File: config.mk
export PLATFORM = sky130hd
export DESIGN_NAME = lgs_row_mem
export DESIGN_NICKNAME = d
export VERILOG_FILES = /design/src/hw/rtl/lgs_pkg.sv /design/src/hw/rtl/lgs_row_mem.sv
export SDC_FILE = /design/constraint.sdc
export NUM_CORES = 2
export LEC_CHECK = 0
export CAP_MARGIN = 20
export CORE_ASPECT_RATIO = 1.2
export CORE_MARGIN = 10
export CORE_UTILIZATION = 60
export CTS_CLUSTER_SIZE = 16
export DETAILED_ROUTE_END_ITERATION = 7
export DONT_BUFFER_PORTS = 1
export PLACE_DENSITY = 0.76
export SYNTH_ARGS = -nofsm -noshare
export SYNTH_HDL_FRONTEND = slang
export SYNTH_SLANG_ARGS = --single-unit
File: constraint.sdc
create_clock -name clk_i -period 2.81 [get_ports clk_i]
set_input_delay 0.281 -clock clk_i [delete_from_list [all_inputs] [get_ports clk_i]]
set_output_delay 0.281 -clock clk_i [all_outputs]
set_load 0.01 [all_outputs]
File: src/hw/rtl/lgs_pkg.sv
// Package for the life generation step block: grid sizes, command codes,
// sequencer states, rule counts and the row memory request type.
// Depends on nothing; every other file of the block but the checker uses it.
package lgs_pkg;

  // Grid limits. The field widths fix the largest grid at 64 by 64 cells.
  localparam int MaxSide = 64;
  localparam int RowW    = $clog2(MaxSide);
  localparam int SideW   = 7;

  // B3/S23 neighbour counts.
  localparam logic [3:0] BirthCount = 4'd3;
  localparam logic [3:0] KeepLow    = 4'd2;
  localparam logic [3:0] KeepHigh   = 4'd3;

  typedef enum logic [1:0] {
    CmdWrite   = 2'd0,
    CmdRead    = 2'd1,
    CmdAdvance = 2'd2
  } cmd_e;

  typedef enum logic [2:0] {
    StIdle,
    StCellRd,
    StCellUse,
    StLoad0,
    StLoad1,
    StLoad2,
    StRow,
    StResp
  } state_e;

  typedef logic [MaxSide-1:0] row_t;

  // One write port and one read port of the row memory.
  typedef struct packed {
    logic            we;
    logic [RowW-1:0] waddr;
    row_t            wdata;
    logic [RowW-1:0] raddr;
  } mem_req_t;

endpackage

File: src/hw/rtl/lgs_row_mem.sv
// Row memory of the cell grid: one row per entry, one write and one read port.
// Depends on lgs_pkg. A row never written since reset reads as all dead.
module lgs_row_mem (
  input  logic              clk_i,
  input  logic              rst_ni,
  input  lgs_pkg::mem_req_t req_i,
  output lgs_pkg::row_t     rdata_o
);

  lgs_pkg::row_t                 mem_q [lgs_pkg::MaxSide];
  lgs_pkg::row_t                 rdata_q;
  logic                          rvalid_q;
  logic [lgs_pkg::MaxSide-1:0]   valid_q;

  always_ff @(posedge clk_i) begin
    if (req_i.we) begin
      mem_q[req_i.waddr] <= req_i.wdata;
    end
    rdata_q <= mem_q[req_i.raddr];
  end

  // Per-row valid bits stand in for clearing the array at reset.
  always_ff @(posedge clk_i or negedge rst_ni) begin
    if (!rst_ni) begin
      valid_q  <= '0;
      rvalid_q <= 1'b0;
    end else begin
      if (req_i.we) begin
        valid_q[req_i.waddr] <= 1'b1;
      end
      rvalid_q <= valid_q[req_i.raddr];
    end
  end

  assign rdata_o = rvalid_q ? rdata_q : '0;

endmodule

==> metrics.cfg <==
[grt]
grt_pass1_vias = 81540
grt-ovfl-total = 0
antenna_found_initial = 25
grt_max_degree = 801
grt_pass1_wl_um = 623000
grt_usage_pct = 30.9

[power]
seqPwrFrac_pct = 53.6
combPwrFrac_pct = 5.0
powerDensity_nw_per_um2 = 723
clock_power_share_pct = 41.4
p_leak_nw = 56.8
ir_drop_v = 0.000594
intPower_mw = 103
swShare_pct = 21.3
netSwitchingPower_mw = 28.0

[cts]
clock_latency_ps = 940
root_buffer = clkbuf_16
cts.clk_slew.worst_paths_ps = 70
ctsLongestPathBuffers = 4
clock_sinks = 4225
cts_max_level = 5
numCtsBuffers = 391
cts_tree = built

[worst_setup_path]
path_cells = buf_16 > buf_16 > buf_16 > buf_16 > or3b_4 > buf_12 > o22ai_1 > a211oi_1 > o21ai_0 > a31oi_1 > buf_4
critPathLaunchType = primary input
cp.required_ps = 3650
crit_path_max_fanout = 39
max_stage_delay_ps = 510
path_class = primary input to flip-flop
cpMostUsedCell = buf_16
arrival_ps = 3700
slowest_stage = a31oi_1
worstSetupEndpointType = flip-flop

[routing]
drc_errors = 0
drt-initial-drc-count = 14568
post_drt_via_cell_ratio = 7.39
detail-route-antenna-nets = 0
drt_first_pass_iters = 6
routed_wl_um = 458000
wire_per_inst_um = 41.8
vias = 81032

[sta]
setup_tns_ps = -53.1
slew_headroom_pct = -15.3
setup_viol = 2
hold_viol = 0
maxSlewViolCount = 149
timing.final.crit_period_ps = 2860
tightest_slew_ps = 1730
timing.final.ws_setup_ps = -48.3
max_freq_mhz = 350
fin_skew_ps = 61.9
holdWs_ps = 0.878
period_share_pct = 102

[cells_and_area]
fin_cells = 10972
layout_common_cells = edfxtp_1, mux4_2, clkbuf_16
drive_gt1_share_pct = 28.2
regArea_um2 = 126000
layout.nets = 7267
multi_input_area_um2 = 31400
final_common_cell = edfxtp_1
n_fill_cell = 14712
design_area_um2 = 181000
area_growth_pct = 14.1

[placement]
postPlaceCellArea_um2 = 165000
dp_hpwl_um = 212000
dp.cells = 10065
portBuffers = 0
dp_slack_ps = -1110
gp_congestion = 0.791

[floorplan]
fp-row-count = 206
ios = 143
die_h_um = 583
die_w_um = 489
core_region_area_um2 = 263000
start_util_pct = 60.3
dieArea_um2 = 285000

[yosys]
synth_cell_types = 32
ys_seq_area_share_pct = 79.4
synth_area_per_cell_um2 = 23.5
synth_area_um2 = 159000
postSynthCellCount = 6749
ys_ff_latch = 4225
synth_warnings = 0
syn_nets = 6828

[job]
cap_violations = 0

[run_status]
status = complete, but fails checks
violations = max-slew violations, negative setup slack

[hold_path]
hold_path.class = primary input to flip-flop

Yosys cell counts (all sizes together):
cell | n | area, um2
a211o | 16 | 140
nand4 | 1 | 6.26
or3 | 3 | 18.8
o21ai | 40 | 200
or3b | 2 | 17.5
o221ai | 66 | 578
mux2i | 88 | 881
nand4b | 1 | 8.76
and2 | 67 | 419
clkbuf | 195 | 732
a22oi | 260 | 1950
dfxtp | 64 | 1280
nand3 | 111 | 556
dfrtp | 65 | 1630
a31oi | 24 | 150
inv | 1 | 3.75
nand3b | 3 | 22.5
edfxtp | 4096 | 123000
mux4 | 1040 | 23400
nor3 | 2 | 10.0
and3 | 41 | 257
nor2 | 68 | 255
nand2 | 12 | 45.0
nand2b | 9 | 56.3
or2 | 67 | 419
a211oi | 49 | 368
nor2b | 32 | 200
buf | 196 | 1200
o22ai | 130 | 813
critical path, delay by kind of cell:
family	cells	cell delay (ps)
compound gates	4	980
simple gates	1	440
buf+inv	6	1850
sequential cells by signal (all words and copies together), names as in the netlist:
| register | flops |
|---|---|
| mem_q | 4096 |
| rdata_q | 64 |
| rvalid_q | 1 |
| valid_q | 64 |
cells by family (layout without fill, tap and decap cells):
| family | Yosys count | in the layout | synth area share, % |
|---|---|---|---|
| compound gates | 585 | 585 | 2.65 |
| buf+inv | 392 | 1157 | 1.22 |
| flops | 4225 | 4225 | 79.4 |
| mux | 1128 | 1128 | 15.3 |
| other cells | 0 | 26 | 0 |
| simple gates | 419 | 419 | 1.44 |
stage by stage:
step / power [mW] / util (%)
after global placement: 76.1 / 62.9
after global routing: 134 / 68.8
after floorplan: 74.9 / -
after detailed placement: 76.2 / 62.9
after CTS: 130 / 68.7
final: 131 / 68.9
power groups by stage:
| stage | registers (mW) | logic (mW) | clock network, mW |
|---|---|---|---|
| after floorplan | 71.3 | 3.59 | 0 |
| after global placement | 71.4 | 4.68 | 0 |
| after detailed placement | 71.5 | 4.75 | 0 |
| after CTS | 70.2 | 6.05 | 53.9 |
| after global routing | 70.2 | 6.83 | 56.5 |
| final | 70.2 | 6.58 | 54.2 |
worst paths after layout:
| path | startpoint | to | slack (ps) | depth (start not counted) |
|---|---|---|---|---|
| hold / removal | req_i[1] | rdata_q[3] | 0.9 | 4 |
| min in group asynchronous | rst_ni | valid_q[60] | 520 | 4 |
| setup / recovery | req_i[1] | rdata_q[0] | -50 | 11 |
| hold reg to reg | valid_q[18] | valid_q[18] | 470 | 1 |
| setup reg to reg | mem_q[37][11] | rdata_q[11] | 610 | 7 |
| max in group asynchronous | rst_ni | rvalid_q | 1910 | 4 |
repair_timing:
| item | 4_1_cts | 5_1_grt |
|---|---|---|
| hold buffers | 143 | 2 |
| setup buffers | 0 | 0 |
| resized for setup | 0 | 4 |
| endpoints found under the hold margin | 4362 | 5 |
| setup endpoints to repair | 9 | 65 |
| gates cloned | 2 | 9 |
| pin swaps | 0 | 0 |
final cells by class:
type	count	area share, %
multi-input combinational	2132	17.3
clock buffer	517	5.90
antenna	26	0.0359
inverter	1	0.00207
sequential	4225	69.6
timing repair buffer	437	3.60
clock inverter	202	1.21
tap	3432	2.37
per-layer routing:
metal | track usage (%) | up-vias | share of wire [%]
met2 | 49.7 | 7654 | 49
li1 | - | 29964 | -
met4 | 13.5 | 6 | 5.9
met1 | 40.7 | 41943 | 32
met5 | 0 | - | 0.0089
met3 | 7.58 | 1465 | 14
No activity file was read; power rests on OpenSTA's default activity.
