<file path="config.mk">
export PLATFORM = sky130hd
export DESIGN_NAME = lgs_row_unit
export DESIGN_NICKNAME = d
export VERILOG_FILES = /design/src/hw/rtl/lgs_pkg.sv /design/src/hw/rtl/lgs_row_unit.sv
export SDC_FILE = /design/constraint.sdc
export NUM_CORES = 1
export LEC_CHECK = 0
export BUFFER_PORTS_ARGS = -buffer_cell sky130_fd_sc_hd__buf_2
export CAP_MARGIN = 30
export CELL_PAD_IN_SITES_DETAIL_PLACEMENT = 0
export CELL_PAD_IN_SITES_GLOBAL_PLACEMENT = 1
export CORE_AREA = 2 2 241 124
export DETAILED_ROUTE_END_ITERATION = 7
export DIE_AREA = 0 0 243 126
export GPL_ROUTABILITY_DRIVEN = 0
export GPL_TIMING_DRIVEN = 0
export PLACE_DENSITY_LB_ADDON = 0.2
export SLEW_MARGIN = 5
export SYNTH_ARGS = -nofsm -noshare
export SYNTH_HDL_FRONTEND = slang
export SYNTH_SLANG_ARGS = --single-unit
</file>
<file path="constraint.sdc">
create_clock -name vclk -period 5.79
set_input_delay 0 -clock vclk [all_inputs]
set_output_delay 0 -clock vclk [all_outputs]
set_load 0.05 [all_outputs]
</file>
<file path="src/hw/rtl/lgs_pkg.sv">
// Package for the life generation step block: grid sizes, command codes,
// sequencer states, rule counts and the row memory request type.
// Depends on nothing; every other file of the block but the checker uses it.
package lgs_pkg;

  // Grid limits. The field widths fix the largest grid at 64 by 64 cells.
  localparam int MaxSide = 64;
  localparam int RowW    = $clog2(MaxSide);
  localparam int SideW   = 7;

  // B3/S23 neighbour counts.
  localparam logic [3:0] BirthCount = 4'd3;
  localparam logic [3:0] KeepLow    = 4'd2;
  localparam logic [3:0] KeepHigh   = 4'd3;

  typedef enum logic [1:0] {
    CmdWrite   = 2'd0,
    CmdRead    = 2'd1,
    CmdAdvance = 2'd2
  } cmd_e;

  typedef enum logic [2:0] {
    StIdle,
    StCellRd,
    StCellUse,
    StLoad0,
    StLoad1,
    StLoad2,
    StRow,
    StResp
  } state_e;

  typedef logic [MaxSide-1:0] row_t;

  // One write port and one read port of the row memory.
  typedef struct packed {
    logic            we;
    logic [RowW-1:0] waddr;
    row_t            wdata;
    logic [RowW-1:0] raddr;
  } mem_req_t;

endpackage

</file>
<file path="src/hw/rtl/lgs_row_unit.sv">
// Row evolution unit: applies B3/S23 to one row from its old row and the two
// old rows around it. Depends on lgs_pkg. Cells outside the interior pass through.
module lgs_row_unit (
  input  lgs_pkg::row_t                 prev_i,
  input  lgs_pkg::row_t                 cur_i,
  input  lgs_pkg::row_t                 next_i,
  input  logic [lgs_pkg::SideW-1:0]     side_i,
  output lgs_pkg::row_t                 row_o
);

  logic [lgs_pkg::MaxSide+1:0] p_pad;
  logic [lgs_pkg::MaxSide+1:0] c_pad;
  logic [lgs_pkg::MaxSide+1:0] n_pad;

  // A dead column on each side keeps the edge cells' windows in range.
  assign p_pad = {1'b0, prev_i, 1'b0};
  assign c_pad = {1'b0, cur_i, 1'b0};
  assign n_pad = {1'b0, next_i, 1'b0};

  for (genvar c = 0; c < lgs_pkg::MaxSide; c++) begin : g_cell
    logic [3:0] cnt;
    logic       interior;
    logic       live_next;

    assign cnt = 4'(p_pad[c]) + 4'(p_pad[c+1]) + 4'(p_pad[c+2])
               + 4'(c_pad[c])                  + 4'(c_pad[c+2])
               + 4'(n_pad[c]) + 4'(n_pad[c+1]) + 4'(n_pad[c+2]);

    assign interior = (c != 0) &&
                      ((lgs_pkg::SideW+1)'(c + 1) < {1'b0, side_i});

    assign live_next = cur_i[c] ? ((cnt >= lgs_pkg::KeepLow) && (cnt <= lgs_pkg::KeepHigh))
                                : (cnt == lgs_pkg::BirthCount);

    assign row_o[c] = interior ? live_next : cur_i[c];
  end

endmodule

</file>
==> flow_metrics.py <==
metrics = {
    "critical_path": {
        "crit_fanout": 2,
        "cpPeakStageDelay_ps": 680,
        "startpoint": "prev_i[31]",
        "start_kind": "primary input",
        "cp_cell_sequence": "buf_2, inv_1, fa_1, fa_1, fa_1, inv_1, ha_1, inv_1, fa_1, or4b_2, a21oi_1, o32a_1, buf_2",
        "required_ps": 5790,
        "critPathTopFamily": "adder cells",
        "path_common_cell": "fa_1",
        "crit_type": "primary input to output port",
        "end_kind": "output port",
        "critPathSlowestCell": "or4b_2",
        "cp.buffers_inverters": 5,
        "crit_arrival_ps": 3800,
    },
    "placement": {
        "place.port_buffers": 263,
        "pre_cts_ws_ps": 2060,
        "dpl.hpwl_mm": 33.9,
    },
    "synthesis": {
        "synthCells": 1516,
        "syn_area_per_cell_um2": 8.40,
        "synthTopCellsByArea": "fa_1, ha_1, inv_1, nor4b_1, a21oi_1",
        "synth_nets": 2153,
        "synth_top_area_share_pct": 39.3,
        "ys_warn_count": 0,
        "synth_most_common_cell": "inv_1",
        "synthTopCellsByCount": "inv_1, fa_1, ha_1",
        "synth.distinct_cells": 58,
        "syn_area_um2": 12700,
        "synth_top_area_cell": "fa_1",
        "ys_seq_area_share_pct": 0,
    },
    "routing": {
        "drc": 0,
        "routed_wl_mm": 36.9,
        "drtAntennaViolNets": 0,
        "wl_per_cell_um": 17.0,
        "vias": 10775,
        "drtIter0Drc": 648,
        "dr.pass1.iters": 5,
        "routed_via_density": 4.95,
    },
    "power": {
        "power.net_switching_uw": 1940,
        "swShare_pct": 62.3,
        "power_frac_seq_pct": 0,
        "p_int_uw": 1180,
        "pwr-share-clk_pct": 0,
        "ir_worst_vdd_v": 0.000136,
        "p_comb_share_pct": 100.0,
        "leakagePower_uw": 0.00812,
        "power.density_nw_per_um2": 214,
    },
    "floorplanning": {
        "die_h_um": 126,
        "die-area_um2": 30600,
        "core-area_um2": 28500,
        "start_util_pct": 44.6,
        "num_rows": 44,
        "pin_count": 263,
        "chipWidth_um": 243,
    },
    "timing": {
        "rsz0062_at_grt": "no",
        "fin_ws_ps": 1990,
        "fin_tns_setup_ps": 0,
        "tightest_slew_ps": 1000,
        "finalHoldViolCount": 0,
        "fin_crit_sh_pct": 65.6,
        "fin_crit_ps": 3800,
        "drv_slew": 0,
        "max_freq_mhz": 263,
        "relSlewSlack_pct": 33.2,
        "final-setup-viol-count": 0,
    },
    "grt": {
        "grt_max_degree": 11,
        "antenna_found_initial": 5,
        "grt_pass1_wl_mm": 60.6,
        "grt_pass1_vias": 11390,
        "grt_overflow": 0,
        "gr-usage-all-layers_pct": 24.7,
    },
    "final_layout": {
        "area_delta_synth_final_pct": 14.4,
        "fin_nets": 2420,
        "layout-drive-gt1-share_pct": 17.1,
        "nClkBuffers": 0,
        "num-fill-cells": 2823,
        "seq_area_um2": 0,
        "fin_util_pct": 51.1,
        "seq_cell_count": 0,
    },
    "cts": {
        "hold_buffers": 0,
        "cts_setup_buffers": 0,
        "cts_resized": 0,
    },
    "hold_path": {
        "hold_path.class": "primary input to output port",
        "hp-start": "cur_i[0]",
    },
    "status": {
        "status": "complete, no violations",
    },
    "job": {
        "maxCapViolations": 0,
    },
}
[power by group through the flow]
stage	registers [µW]	clock network, µW	logic (µW)
2_1_floorplan	0	0	2330
3_3_place_gp	0	0	2990
3_5_place_dp	0	0	3100
4_1_cts	0	0	3120
5_1_grt	0	0.000116	3540
6_report	0	0.000116	3120
[metrics by stage]
stage	power [µW]	area, µm²	hold slack [ps]	cells
after global routing	3540	14600	427	2177
final	3120	14600	420	2177
after CTS	3120	14500	421	2172
after global placement	2990	14500	418	2170
after detailed placement	3100	14500	421	2172
after floorplan	2330	12700	167	1516
[metal layers]
| metal | GRT usage (%) | wire, µm | up-vias |
|---|---|---|---|
| met5 | 0 | 0 | - |
| met4 | 3.18 | 354 | 0 |
| met3 | 0.959 | 1560 | 21 |
| met2 | 38.2 | 16000 | 233 |
| met1 | 39.3 | 19000 | 5218 |
| li1 | - | - | 5303 |
[cells by family (layout without fill, tap and decap cells)]
family / after synthesis / after routing / share of synthesized area, %
buffers and inverters: 590 / 855 / 17.6
other: 0 / 5 / 0
AND/OR/NAND/NOR: 246 / 246 / 11.7
AO/OA/AOI/OAI: 242 / 242 / 12.9
adder cells (fa/ha/maj): 438 / 438 / 57.8
[area by class of cell]
cell class | instances | area [µm²] | area share [%]
Antenna cell | 5 | 12.5 | 0.0859
Buffer | 33 | 155 | 1.07
Inverter | 557 | 2090 | 14.4
Multi-Input combinational cell | 926 | 10500 | 72.0
Tap cell | 391 | 489 | 3.36
Timing Repair Buffer | 265 | 1330 | 9.11
[final timing paths]
kind,to,cells after the start
worst min-delay path,row_o[0],3
worst max-delay path,row_o[32],13
[cells in the final DEF, fill, tap and decap left out, types with 3 or more instances in the layout]
cell,instances
inv_1,556
buf_2,281
fa_1,250
ha_1,188
nand2_1,76
a21oi_1,67
nor4b_1,46
nor2_1,39
o21ai_0,39
a22oi_1,35
nor3b_1,27
clkbuf_1,15
a2bb2oi_1,14
o32a_1,12
or4b_2,11
a31oi_1,11
a21boi_0,10
a211oi_1,8
a32oi_1,7
o21a_1,7
nand3_1,6
nand4_1,6
diode_2,5
o211a_1,5
or3_1,4
or4_1,4
o221ai_1,4
nor3_2,3
or2_2,3
o211ai_1,3
a21o_1,3
and3_1,3
or3b_2,3
Note: power is estimated with default switching activity, not from simulation.
